<file path="src/hdl/tga_pkg.sv">
// Shared types and constants for the TGA run-length pixel decoder.
// No dependencies; every other file of the block depends on this package.
`timescale 1ns / 1ps
`default_nettype none

package tga_pkg;

    // Field widths of the stream, the decoded pixel and the register port
    localparam int BYTE_W   = 8;
    localparam int CHAN_W   = 3;
    localparam int TOTAL_W  = 32;
    localparam int CFG_IDX_W = 4;

    // Packet header coding
    localparam int            RUN_FLAG_BIT = 7;
    localparam logic [7:0]    RUN_BIAS     = 8'd127;
    localparam logic [CHAN_W-1:0] CHAN_BGRA = 3'd4;

    // Register indexes on the configuration port
    typedef enum logic [CFG_IDX_W-1:0] {
        REG_CHANNELS = 4'd0,
        REG_TOTAL    = 4'd1
    } cfg_reg_t;

    // Configuration as seen by the decoding core
    typedef struct packed {
        logic [CHAN_W-1:0]  channels;
        logic [TOTAL_W-1:0] total_pixels;
    } cfg_t;

    // One decoded pixel
    typedef struct packed {
        logic [BYTE_W-1:0] red;
        logic [BYTE_W-1:0] green;
        logic [BYTE_W-1:0] blue;
        logic [BYTE_W-1:0] alpha;
        logic [BYTE_W-1:0] repeat_res;
        logic              image_done;
    } pixel_t;

endpackage

`default_nettype wire

</file>
<file path="src/hdl/tga_ifs.sv">
// Valid/ready channel interfaces of the TGA run-length pixel decoder.
// Depends on tga_pkg for field widths.
`timescale 1ns / 1ps
`default_nettype none

// Coded stream, one byte per item
interface tga_byte_if;
    logic                      valid;
    logic                      ready;
    logic [tga_pkg::BYTE_W-1:0] stream_byte;

    modport source (output valid, output stream_byte, input ready);
    modport sink   (input valid, input stream_byte, output ready);
endinterface

// Decoded pixels, one pixel and its repeat count per item
interface tga_pix_if;
    logic                      valid;
    logic                      ready;
    logic [tga_pkg::BYTE_W-1:0] red;
    logic [tga_pkg::BYTE_W-1:0] green;
    logic [tga_pkg::BYTE_W-1:0] blue;
    logic [tga_pkg::BYTE_W-1:0] alpha;
    logic [tga_pkg::BYTE_W-1:0] repeat_res;
    logic                      image_done;

    modport source (output valid, output red, output green, output blue,
                    output alpha, output repeat_res, output image_done,
                    input ready);
    modport sink   (input valid, input red, input green, input blue,
                    input alpha, input repeat_res, input image_done,
                    output ready);
endinterface

// Register writes
interface tga_cfg_if;
    logic                         valid;
    logic                         ready;
    logic [tga_pkg::CFG_IDX_W-1:0] index;
    logic [tga_pkg::TOTAL_W-1:0]   data;

    modport source (output valid, output index, output data, input ready);
    modport sink   (input valid, input index, input data, output ready);
endinterface

`default_nettype wire

</file>
<file path="src/hdl/tga_rle_pixel_decoder.sv">
// Top level of the TGA run-length pixel decoder: register port, input
// register and the decoding core. Depends on tga_pkg, tga_ifs and tga_core.
//
//  Port     Dir   Carries
//  stream   in    stream_byte: one byte of the coded pixel stream per item
//  pixel    out   red, green, blue, alpha, repeat_res, image_done
//  cfg      in    index 0 channels, index 1 total_pixels; always ready
//
// One byte is taken in every cycle while no completing byte is held back; a
// pixel passes the input register, then the result register of the core.
// The per-byte packet and pixel-count update is the only work on a byte.
// A byte that completes a pixel waits in the input register while a pixel
// is still held unread; header and other bytes pass on regardless.
// Reset clears all decoding state; the registers return to channels 3 and
// total_pixels 1.
`timescale 1ns / 1ps
`default_nettype none

module tga_rle_pixel_decoder (
    input  wire logic clk,
    input  wire logic rst_n,
    tga_byte_if.sink  stream,
    tga_pix_if.source pixel,
    tga_cfg_if.sink   cfg
);
    import tga_pkg::*;

    logic              stage_valid_reg;
    logic [BYTE_W-1:0] stage_byte_reg;
    cfg_t              cfg_reg;
    logic              take;
    pixel_t            res;
    logic              res_valid;

    // Register writes
    assign cfg.ready = 1'b1;

    always_ff @(posedge clk or negedge rst_n)
    begin
        if (!rst_n)
        begin
            cfg_reg.channels     <= CHAN_W'(3);
            cfg_reg.total_pixels <= TOTAL_W'(1);
        end
        else if (cfg.valid)
        begin
            unique case (cfg.index)
                REG_CHANNELS: cfg_reg.channels     <= cfg.data[CHAN_W-1:0];
                REG_TOTAL:    cfg_reg.total_pixels <= cfg.data;
                default:      ;
            endcase
        end
    end

    // Input register; refills in the cycle it drains
    assign stream.ready = !stage_valid_reg || take;

    always_ff @(posedge clk or negedge rst_n)
    begin
        if (!rst_n)
            stage_valid_reg <= 1'b0;
        else if (stream.valid && stream.ready)
            stage_valid_reg <= 1'b1;
        else if (take)
            stage_valid_reg <= 1'b0;
    end

    always_ff @(posedge clk)
    begin
        if (stream.valid && stream.ready)
            stage_byte_reg <= stream.stream_byte;
    end

    // Decoding core
    tga_core u_core (
        .clk        (clk),
        .rst_n      (rst_n),
        .cfg        (cfg_reg),
        .byte_valid (stage_valid_reg),
        .byte_data  (stage_byte_reg),
        .byte_take  (take),
        .res_valid  (res_valid),
        .res        (res),
        .res_ready  (pixel.ready)
    );

    assign pixel.valid      = res_valid;
    assign pixel.red        = res.red;
    assign pixel.green      = res.green;
    assign pixel.blue       = res.blue;
    assign pixel.alpha      = res.alpha;
    assign pixel.repeat_res = res.repeat_res;
    assign pixel.image_done = res.image_done;

endmodule

`default_nettype wire

</file>
<file path="src/hdl/tga_core.sv">
// Decoding core: packet and pixel state, per-byte update and result register.
// Depends on tga_pkg for the configuration and pixel types.
`timescale 1ns / 1ps
`default_nettype none

module tga_core (
    input  wire logic                       clk,
    input  wire logic                       rst_n,
    input  wire tga_pkg::cfg_t              cfg,
    input  wire logic                       byte_valid,
    input  wire logic [tga_pkg::BYTE_W-1:0] byte_data,
    output logic                            byte_take,
    output logic                            res_valid,
    output tga_pkg::pixel_t                 res,
    input  wire logic                       res_ready
);
    import tga_pkg::*;

    typedef enum logic [1:0] {
        PH_HEADER = 2'd0,
        PH_PIXEL  = 2'd1
    } phase_t;

    phase_t             phase_reg, phase_next;
    logic [7:0]         remain_reg, remain_next;
    logic               run_reg, run_next;
    logic [1:0]         idx_reg, idx_next;
    logic [BYTE_W-1:0]  colour_reg [3];
    logic [BYTE_W-1:0]  colour_next [3];
    logic [TOTAL_W-1:0] done_cnt_reg, done_cnt_next;
    logic               res_valid_reg;
    pixel_t             res_reg, res_next;

    logic [TOTAL_W-1:0] total_eff;
    logic [TOTAL_W-1:0] left;
    logic [7:0]         count_raw;
    logic [7:0]         count;
    logic               bpp4;
    logic               last_byte;
    logic               emits;
    logic [7:0]         reps;
    logic [TOTAL_W:0]   sum;
    logic               image_end;

    // A total of zero is treated as a one-pixel image
    assign total_eff = (cfg.total_pixels == '0) ? TOTAL_W'(1) : cfg.total_pixels;
    assign bpp4      = (cfg.channels == CHAN_BGRA);

    // Header decoding: run or raw count, clipped to what is left of the image
    always_comb
    begin
        left = (total_eff > done_cnt_reg) ? (total_eff - done_cnt_reg) : TOTAL_W'(1);
        if (byte_data[RUN_FLAG_BIT])
            count_raw = byte_data - RUN_BIAS;
        else
            count_raw = byte_data + 8'd1;
        count = ({{(TOTAL_W-8){1'b0}}, count_raw} > left) ? left[7:0] : count_raw;
    end

    // Pixel byte handling; the last byte of a pixel gives a result
    assign last_byte = bpp4 ? (idx_reg == 2'd3) : (idx_reg >= 2'd2);
    assign emits     = (phase_reg == PH_PIXEL) && last_byte;
    assign byte_take = byte_valid && (!emits || !res_valid_reg || res_ready);

    always_comb
    begin
        reps = run_reg ? remain_reg : 8'd1;
        if (reps == 8'd0)
            reps = 8'd1;
        sum       = {1'b0, done_cnt_reg} + {{(TOTAL_W-7){1'b0}}, reps};
        image_end = (sum >= {1'b0, total_eff});
    end

    // Next state for one accepted byte
    always_comb
    begin
        phase_next    = phase_reg;
        remain_next   = remain_reg;
        run_next      = run_reg;
        idx_next      = idx_reg;
        done_cnt_next = done_cnt_reg;
        for (int i = 0; i < 3; i++)
        begin
            colour_next[i] = colour_reg[i];
        end

        unique case (phase_reg)
            PH_HEADER:
            begin
                run_next    = byte_data[RUN_FLAG_BIT];
                remain_next = count;
                idx_next    = 2'd0;
                phase_next  = PH_PIXEL;
            end
            PH_PIXEL:
            begin
                if (idx_reg != 2'd3)
                    colour_next[idx_reg] = byte_data;
                if (!last_byte)
                begin
                    idx_next = idx_reg + 2'd1;
                end
                else
                begin
                    idx_next = 2'd0;
                    if (image_end)
                    begin
                        done_cnt_next = '0;
                        remain_next   = 8'd0;
                        phase_next    = PH_HEADER;
                    end
                    else
                    begin
                        done_cnt_next = sum[TOTAL_W-1:0];
                        if (run_reg || remain_reg <= 8'd1)
                        begin
                            remain_next = 8'd0;
                            phase_next  = PH_HEADER;
                        end
                        else
                        begin
                            remain_next = remain_reg - 8'd1;
                        end
                    end
                end
            end
            default:
            begin
                phase_next = PH_HEADER;
            end
        endcase
    end

    // Pixel leaves as RGB(A) from bytes that arrived as BGR(A)
    always_comb
    begin
        res_next.red        = colour_next[2];
        res_next.green      = colour_next[1];
        res_next.blue       = colour_next[0];
        res_next.alpha      = bpp4 ? byte_data : 8'd0;
        res_next.repeat_res = reps;
        res_next.image_done = image_end;
    end

    // State and result register
    always_ff @(posedge clk or negedge rst_n)
    begin
        if (!rst_n)
        begin
            phase_reg     <= PH_HEADER;
            remain_reg    <= 8'd0;
            run_reg       <= 1'b0;
            idx_reg       <= 2'd0;
            done_cnt_reg  <= '0;
            res_valid_reg <= 1'b0;
            for (int i = 0; i < 3; i++)
            begin
                colour_reg[i] <= '0;
            end
        end
        else
        begin
            if (byte_take)
            begin
                phase_reg    <= phase_next;
                remain_reg   <= remain_next;
                run_reg      <= run_next;
                idx_reg      <= idx_next;
                done_cnt_reg <= done_cnt_next;
                for (int i = 0; i < 3; i++)
                begin
                    colour_reg[i] <= colour_next[i];
                end
            end
            if (byte_take && emits)
                res_valid_reg <= 1'b1;
            else if (res_ready)
                res_valid_reg <= 1'b0;
        end
    end

    always_ff @(posedge clk)
    begin
        if (byte_take && emits)
            res_reg <= res_next;
    end

    assign res_valid = res_valid_reg;
    assign res       = res_reg;

    // A waiting pixel is never overwritten by a new one
    a_no_overwrite: assert property (@(posedge clk) disable iff (!rst_n)
        !(byte_take && emits && res_valid_reg && !res_ready))
        else $error("pending pixel overwritten");

    // While reading pixel bytes the packet always has a pixel left
    a_remain_nonzero: assert property (@(posedge clk) disable iff (!rst_n)
        (phase_reg == PH_PIXEL) |-> (remain_reg != 8'd0))
        else $error("pixel phase with empty packet");

    // Finishing the image restarts the count and awaits a header
    a_image_restart: assert property (@(posedge clk) disable iff (!rst_n)
        (byte_take && emits && image_end) |=>
            (done_cnt_reg == '0) && (phase_reg == PH_HEADER) && res_valid_reg)
        else $error("image end did not restart decoding");

    // A header byte never produces a pixel
    a_header_silent: assert property (@(posedge clk) disable iff (!rst_n)
        (byte_take && (phase_reg == PH_HEADER) && !res_valid_reg) |=> !res_valid_reg)
        else $error("pixel produced from header byte");

endmodule

`default_nettype wire
</file>
<file path="src/flat_wrapper.sv">
// flat-port wrapper written by rule: the top's interface ports become plain ports
module tga_rle_pixel_decoder_flat import tga_pkg::*;
  (clk, rst_n, stream_valid, stream_stream_byte, stream_ready, pixel_valid, pixel_red, pixel_green, pixel_blue, pixel_alpha, pixel_repeat_res, pixel_image_done, pixel_ready, cfg_valid, cfg_index, cfg_data, cfg_ready);
  tga_byte_if stream_i ();
  tga_pix_if pixel_i ();
  tga_cfg_if cfg_i ();
  input  wire logic clk;
  input  wire logic rst_n;
  input wire logic [$bits(stream_i.valid)-1:0] stream_valid;
  input wire logic [$bits(stream_i.stream_byte)-1:0] stream_stream_byte;
  output wire logic [$bits(stream_i.ready)-1:0] stream_ready;
  output wire logic [$bits(pixel_i.valid)-1:0] pixel_valid;
  output wire logic [$bits(pixel_i.red)-1:0] pixel_red;
  output wire logic [$bits(pixel_i.green)-1:0] pixel_green;
  output wire logic [$bits(pixel_i.blue)-1:0] pixel_blue;
  output wire logic [$bits(pixel_i.alpha)-1:0] pixel_alpha;
  output wire logic [$bits(pixel_i.repeat_res)-1:0] pixel_repeat_res;
  output wire logic [$bits(pixel_i.image_done)-1:0] pixel_image_done;
  input wire logic [$bits(pixel_i.ready)-1:0] pixel_ready;
  input wire logic [$bits(cfg_i.valid)-1:0] cfg_valid;
  input wire logic [$bits(cfg_i.index)-1:0] cfg_index;
  input wire logic [$bits(cfg_i.data)-1:0] cfg_data;
  output wire logic [$bits(cfg_i.ready)-1:0] cfg_ready;
  assign stream_i.valid = stream_valid;
  assign stream_i.stream_byte = stream_stream_byte;
  assign stream_ready = stream_i.ready;
  assign pixel_valid = pixel_i.valid;
  assign pixel_red = pixel_i.red;
  assign pixel_green = pixel_i.green;
  assign pixel_blue = pixel_i.blue;
  assign pixel_alpha = pixel_i.alpha;
  assign pixel_repeat_res = pixel_i.repeat_res;
  assign pixel_image_done = pixel_i.image_done;
  assign pixel_i.ready = pixel_ready;
  assign cfg_i.valid = cfg_valid;
  assign cfg_i.index = cfg_index;
  assign cfg_i.data = cfg_data;
  assign cfg_ready = cfg_i.ready;
  tga_rle_pixel_decoder u_core (.clk(clk), .rst_n(rst_n), .stream(stream_i), .pixel(pixel_i), .cfg(cfg_i));
endmodule
</file>
<file path="config.mk">
export PLATFORM = sky130hd
export DESIGN_NAME = tga_rle_pixel_decoder_flat
export DESIGN_NICKNAME = d
export VERILOG_FILES = /design/src/hdl/tga_pkg.sv /design/src/hdl/tga_ifs.sv /design/src/hdl/tga_rle_pixel_decoder.sv /design/src/hdl/tga_core.sv /design/src/flat_wrapper.sv
export SDC_FILE = /design/constraint.sdc
export NUM_CORES = 1
export LEC_CHECK = 0
export BUFFER_PORTS_ARGS = -buffer_cell sky130_fd_sc_hd__buf_2
export CORE_MARGIN = 3
export CORE_UTILIZATION = 61
export CTS_CLUSTER_DIAMETER = 80
export DETAILED_ROUTE_END_ITERATION = 16
export PLACE_DENSITY_LB_ADDON = 0.2
export SETUP_SLACK_MARGIN = 0.2
export SLEW_MARGIN = 20
export SYNTH_ARGS = -nofsm -noshare
export SYNTH_HDL_FRONTEND = slang
export SYNTH_SLANG_ARGS = --single-unit
</file>
<file path="constraint.sdc">
create_clock -name clk -period 7.37 [get_ports clk]
set_input_delay 1.1055 -clock clk [delete_from_list [all_inputs] [get_ports clk]]
set_output_delay 1.1055 -clock clk [all_outputs]
set_load 0.1 [all_outputs]
</file>
# Yosys cells after proc, flatten, opt, wreduce, memory -nomap -nowiden
# Cells that the tools add are included.
dict set report word_totals {
  wordCells 93
  output_inout_bits 44
  in_bits 49
  register_bits 155
}
dict set report classes {
  bitwise_logic 1
  reduce_logical 26
  mux 27
  n_eq_ne 7
  n_addsub 6
  order_cmp 7
}
# op n
set op_table {}
lappend op_table {{32-bit 2-to-1 mux} 3}
lappend op_table {{8-bit 2-to-1 mux} 8}
lappend op_table {{24-bit 2-to-1 mux} 2}
lappend op_table {{32-bit by 8-bit adder with 33-bit output} 1}
lappend op_table {{33-bit by 32-bit greater-or-equal comparator with 1-bit output} 1}
lappend op_table {{32-bit > comparator} 1}
lappend op_table {{8-bit by 32-bit > comparator with 1-bit output} 1}
lappend op_table {{32-bit logical NOT} 1}
lappend op_table {{32-bit subtractor} 1}
lappend op_table {{24-bit bitwise mux} 1}
lappend op_table {{8-bit demux with 2-bit select} 1}
lappend op_table {{8-bit case mux with 2 select lines} 1}
lappend op_table {{3-bit AND reduction} 3}
lappend op_table {{8-bit by 1-bit adder with 8-bit output (second input constant)} 1}
lappend op_table {{8-bit by 1-bit less-or-equal comparator with 1-bit output (second input constant)} 1}
lappend op_table {{8-bit logical NOT} 1}
lappend op_table {{2-bit 2-to-1 mux} 4}
lappend op_table {{2-bit case mux with 2 select lines} 2}
lappend op_table {{2-bit AND reduction} 4}
lappend op_table {{8-bit by 1-bit subtractor with 8-bit output (second input constant)} 1}
lappend op_table {{8-bit by 7-bit subtractor with 8-bit output (second input constant)} 1}
lappend op_table {{2-bit nonzero test} 3}
lappend op_table {{1-bit logical AND} 5}
lappend op_table {{1-bit 2-to-1 mux} 5}
lappend op_table {{15 further kinds} 21}

# Longest topological paths before layout
dict set report logic_depth {
  depth_word 10
  depth_mapped 30
  depth_no_buf 29
}

# Hierarchy
# Synthesis repeated with hierarchy kept, for this count alone.
dict set report unflattened {
  hier_cells 1134
  hier_area_um2 10985.5
}
# module area_each_um2 n_inst cells_each
set by_module_without_submodules {}
lappend by_module_without_submodules {tga_core 9232.6 1 1044}
lappend by_module_without_submodules {tga_rle_pixel_decoder 1752.9 1 90}

# Least setup slack after synthesis
# OpenSTA, ideal clock, no wires.
dict set report synth_path {
  path_type {reg-to-reg}
  start {reg u_core.u_core.run_reg}
  end {reg u_core.u_core.remain_reg[2]}
  arrival_ns 5.622
  stages_incl_launch_ff 31
  slack_ns 1.661
  n_path_buf 1
  setup_ns 0.087
  period_less_slack_ns 5.709
  path_cell_list {dfrtp_1 nand2_1 inv_1 nor4_1 nand2_1 nand3_1 ha_1 inv_1 fa_1 nor2b_1 o21ai_0 a21oi_1 o21bai_1 nor2_1 nand2_1 nor2_1 nand2_1 xnor2_1 ha_1 a21oi_1 o21ai_0 a2111oi_0 o211ai_1 o21ai_0 nand4_1 or3_1 clkbuf_1 nor3b_1 a21oi_1 o211a_1 a22oi_1}
}
dict set report synth_via {
  elab_chain_cells 8
  elab_cells_between_ends 10
}
# item line_no
set synth_rtl {}
lappend synth_rtl {{from (decl)} tga_core.sv:26} ;# logic run_reg, run_next;
lappend synth_rtl {{from (signal assigned)} tga_core.sv:167} ;# run_reg <= run_next;
lappend synth_rtl {{8-bit 2-to-1 mux *} tga_core.sv:67} ;# reps = run_reg ? remain_reg : 8'd1;
lappend synth_rtl {{8-bit logical NOT} tga_core.sv:68} ;# if (reps == 8'd0)
lappend synth_rtl {{8-bit 2-to-1 mux *} tga_core.sv:68}
lappend synth_rtl {{named net u_core.u_core.reps[1]} tga_core.sv:41} ;# logic [7:0] reps;
lappend synth_rtl {{32-bit by 8-bit adder with 33-bit output *} tga_core.sv:70} ;# sum = {1'b0, done_cnt_reg} + {{(TOTAL_W-7){1'b0}}, reps};
lappend synth_rtl {{33-bit by 32-bit greater-or-equal comparator with 1-bit output *} tga_core.sv:71} ;# image_end = (sum >= {1'b0, total_eff});
lappend synth_rtl {{8-bit 2-to-1 mux *} tga_core.sv:106} ;# if (image_end)
lappend synth_rtl {{8-bit 2-to-1 mux *} tga_core.sv:99} ;# if (!last_byte)
lappend synth_rtl {{8-bit case mux with 2 select lines *} tga_core.sv:87} ;# unique case (phase_reg)
lappend synth_rtl {{to (signal assigned)} tga_core.sv:166} ;# remain_reg <= remain_next;
lappend synth_rtl {{to (decl)} tga_core.sv:25} ;# logic [7:0] remain_reg, remain_next;
# The timed path passes the listed nets; every way through them passes the cells marked *. The select of a mux whose other input is x is not followed.
# A chain may end at the register's enable or synchronous reset.

# Final worst setup path
dict set report layout_path {
  start {reg u_core.u_core.remain_reg[1]}
  end {reg u_core.u_core.remain_reg[2]}
}
dict set report layout_via {
  elab_chain_cells 8
  elab_cells_between_ends 12
}
# item line_no
set layout_rtl {}
lappend layout_rtl {{8-bit 2-to-1 mux *} tga_core.sv:67}
lappend layout_rtl {{8-bit logical NOT} tga_core.sv:68}
lappend layout_rtl {{8-bit 2-to-1 mux *} tga_core.sv:68}
lappend layout_rtl {{named net u_core.u_core.reps[1]} tga_core.sv:41}
lappend layout_rtl {{32-bit by 8-bit adder with 33-bit output *} tga_core.sv:70}
lappend layout_rtl {{33-bit by 32-bit greater-or-equal comparator with 1-bit output *} tga_core.sv:71}
lappend layout_rtl {{8-bit 2-to-1 mux *} tga_core.sv:106}
lappend layout_rtl {{8-bit 2-to-1 mux *} tga_core.sv:99}
lappend layout_rtl {{8-bit case mux with 2 select lines *} tga_core.sv:87}
# Marks and branches as above.

==> run_results.csv <==
group,metric,value,unit
grt,busiest_layer,"met2",
floorplan,die_h,139,µm
cells_and_area,largest_reg_flops,41,
clock_tree,cts_tree,"yes",
clock_tree,cts.path.max_buffers,2,
run_status,status,"complete, no violations",
clock_tree,cts.clk_slew.worst_paths,0.08,ns
timing,final.setup.tns,0,ns
critical_path,worst_path_most_repeated_cell,"nand2_1",
synth,yosys-top-cells-area,"dfrtp_1 (24%), edfxtp_1 (14%), ha_1 (10%)",
route,drt-wirelength-per-cell,19.5,µm
grt,gr-usage-met2,47.5,%
synth,ys_ff_latch,154,
grt,met1_usage,40.8,%
critical_path,path_depth,29,
clock_tree,hold_buffers,0,
synth,synth.avg_cell_area,9.20,µm²
timing,slew_viol_final,0,
placement,gp_congestion,0.949,
synth,syn-num-nets,1306,
grt,grt_max_degree,57,
pwr,switchingPower,0.00257,W
route,dr.first_iter.drc_count,815,
timing,post-route-min-period,6.58,ns
clock_tree,cts_resized,0,
synth,synthSimpleGateAreaFrac,17.2,%
timing,fin_crit_sh,89.3,%
timing,tightest_slew,0.881,ns
cells_and_area,antennaDiodeCount,0,
timing,max_slew_margin,40.5,%
grt,grt_pass1_vias,8880,
synth,syn-cell-area,10800,µm²
critical_path,reg2reg_depth,29,
synth,yosysTopAreaCell,"dfrtp_1",
synth,synth_top_family_by_area,"simple AND/OR/NAND/NOR gates",
synth,post-synth-top-count-cell,"nand2_1",
synth,yosysTopAreaCellShare,23.7,%
clock_tree,cts_buffers,17,
critical_path,crit_buf_inv,2,
critical_path,path_max_fanout,6,
timing,hold_viol,0,
route,final_antenna_net_count,0,
cells_and_area,syn_to_final_growth,10.6,%
route,avgViaCountPerCell,6.22,
critical_path,arrival,6.93,ns
floorplan,rows,47,
floorplan,die_w,139,µm
cells_and_area,fin_nets,1350,
floorplan,initial_core_util,63.6,%
clock_tree,postCtsSetupBuffers,0,
synth,yosys.area_share.xor_xnor,4.23,%
route,vias,8995,
critical_path,criticalPathCategory,"flip-flop to flip-flop",
critical_path,cp-start-kind,"flip-flop",
synth,yosys-top-cells-count,"nand2_1 (117), dfrtp_1 (102), inv_1 (93)",
pwr,cell_internal_pwr,0.00266,W
floorplan,io-pin-count,93,
pwr,p_leak,5.11,nW
min_path,hold_path.class,"flip-flop to flip-flop",
critical_path,slowest_delay,0.56,ns
synth,synth_edf_count,49,
pwr,swShare,49.2,%
route,drc,0,
pwr,seqPwrFrac,26.4,%
clock_tree,htreeDepth,4,
synth,synthCells,1170,
grt,grt_usage,29.5,%
timing,final-setup-viol-count,0,
floorplan,core_area,16900,µm²
min_path,min_path_cells,2,
placement,port_buffers,91,
pwr,power_frac_comb,56.3,%
synth,synth_fa_ha_area_share,10.2,%
route,wirelength,28200,µm
clock_tree,worstSkewPairLatency,0.44,ns
grt,grt_pass1_wl,46100,µm
clock_tree,clkSinkCount,154,
timing,rsz0062_at_grt,"no",
clock_tree,cts_root_buf,"clkbuf_16",
floorplan,die-area,19300,µm²
pwr,peakVddDrop,0.289,mV
grt,use_met3,5.66,%
critical_path,crit_slowest_cell,"or3_1",
placement,pre_cts_ws,0.549,ns
critical_path,crit_required,7.72,ns
pwr,p_per_area,440,nW/µm²
timing,hold_slack,0.491,ns
synth,async_flop_share,68.2,%
timing,fmaxAchievable,152,MHz
synth,yosysUniqueCellTypes,79,
flow_run,maxCapViolCount,0,
route,first_pass_iters,6,
synth,yosys_warnings,0,
grt,gr-total-overflow,0,
cells_and_area,drive_gt1_share,19.5,%
grt,antenna_found_initial,0,
synth,synth-compound-area-share,15.5,%
critical_path,critical-path-top-delay-family,"simple AND/OR/NAND/NOR gates",
pwr,p_clk_share,17.3,%
synth,seq_area_frac_synth,38.1,%
synth,synth_ff_type,"dfrtp_1",
timing,layout_setup_ws,0.791,ns
synth,synth_mux_area_share,8.83,%
timing,fin_skew,0.0172,ns
placement,post-dp-hpwl,21000,µm
critical_path,critPathCaptureType,"flip-flop",
==> per-layer routing <==
| metal | vias up | part of all wire (%) |
|---|---|---|
| li1 | 4293 | - |
| met1 | 4311 | 44 |
| met2 | 330 | 48 |
| met3 | 61 | 6.4 |
| met4 | 0 | 2.3 |
| met5 | - | 0 |
==> power by group through the flow <==
stage | logic (W) | clock network [W] | registers [W]
finish | 0.00295 | 0.000905 | 0.00138
global route | 0.00322 | 0.000959 | 0.00141
CTS | 0.00291 | 0.000918 | 0.00138
detailed placement | 0.00289 | 0 | 0.00139
global placement | 0.00284 | 0 | 0.00138
floorplan | 0.00187 | 0 | 0.00174
==> area by class of cell <==
class,count,area [µm²]
clock buffer,17,425
clock inverter,15,189
fill,1335,5030
inverter,93,349
multi-input combinational,848,6040
sequential,154,4100
tap,220,275
timing repair buffer,100,526
==> final timing paths <==
path	slack, ns	from	to
min in group asynchronous	0.69	rst_n	u_core.cfg_reg[14]
worst max-delay path	0.79	u_core.u_core.remain_reg[1]	u_core.u_core.remain_reg[2]
worst min register to register	0.49	u_core.u_core.done_cnt_reg[26]	u_core.u_core.done_cnt_reg[26]
max in group asynchronous	5.49	rst_n	u_core.u_core.idx_reg[1]
worst min-delay path	0.49	u_core.u_core.done_cnt_reg[26]	u_core.u_core.done_cnt_reg[26]
worst max register to register	0.79	u_core.u_core.remain_reg[1]	u_core.u_core.remain_reg[2]
==> tightest hold or removal path, cell delays in order (launching register included) <==
cell     delay, ns
dfrtp_1       0.36
nand2_1       0.05
nand2_1       0.05
==> per-stage QoR <==
step | cell area [µm²] | util, % | instances | power [W]
floorplan | 10800 | - | 1170 | 0.00361
CTS | 11900 | 70.2 | 1447 | 0.00521
detailed placement | 11300 | 66.6 | 1415 | 0.00428
global placement | 11300 | 66.6 | 1415 | 0.00422
finish | 11900 | 70.3 | 1447 | 0.00524
global route | 11900 | 70.3 | 1447 | 0.00559
==> placed cells by master (no fill, tap or decap), types with 8 or more instances in the layout <==
| cell type | Yosys | routed |
|---|---|---|
| and3_1 | 8 | 8 |
| clkbuf_16 | 0 | 17 |
| nand4_1 | 26 | 26 |
| nand3_1 | 28 | 28 |
| edfxtp_1 | 49 | 49 |
| o21a_1 | 8 | 8 |
| buf_4 | 2 | 10 |
| nand2b_1 | 10 | 10 |
| inv_1 | 93 | 92 |
| ha_1 | 86 | 86 |
| a31oi_1 | 8 | 8 |
| nand2_1 | 117 | 117 |
| o211ai_1 | 9 | 9 |
| xor2_1 | 8 | 8 |
| a21o_1 | 12 | 12 |
| a21oi_1 | 61 | 61 |
| nor4_1 | 23 | 22 |
| o31ai_1 | 15 | 15 |
| and2_1 | 19 | 19 |
| buf_2 | 0 | 90 |
| o22ai_1 | 13 | 13 |
| nor2_1 | 63 | 61 |
| xnor2_1 | 44 | 44 |
| nor3_1 | 25 | 25 |
| mux2_2 | 80 | 80 |
| o21bai_1 | 8 | 8 |
| dfrtp_1 | 102 | 102 |
| o21ai_0 | 77 | 77 |
==> cell families (layout without fill, tap and decap cells) <==
group | count (synthesis) | count (layout)
AO/OA/AOI/OAI | 260 | 260
XOR/XNOR | 52 | 52
adder cells (fa/ha/maj) | 87 | 87
buffers and inverters | 168 | 225
flip-flops | 154 | 154
multiplexers | 85 | 85
other | 1 | 1
AND/OR/NAND/NOR | 363 | 363
Note: power is estimated with default switching activity, not from simulation.
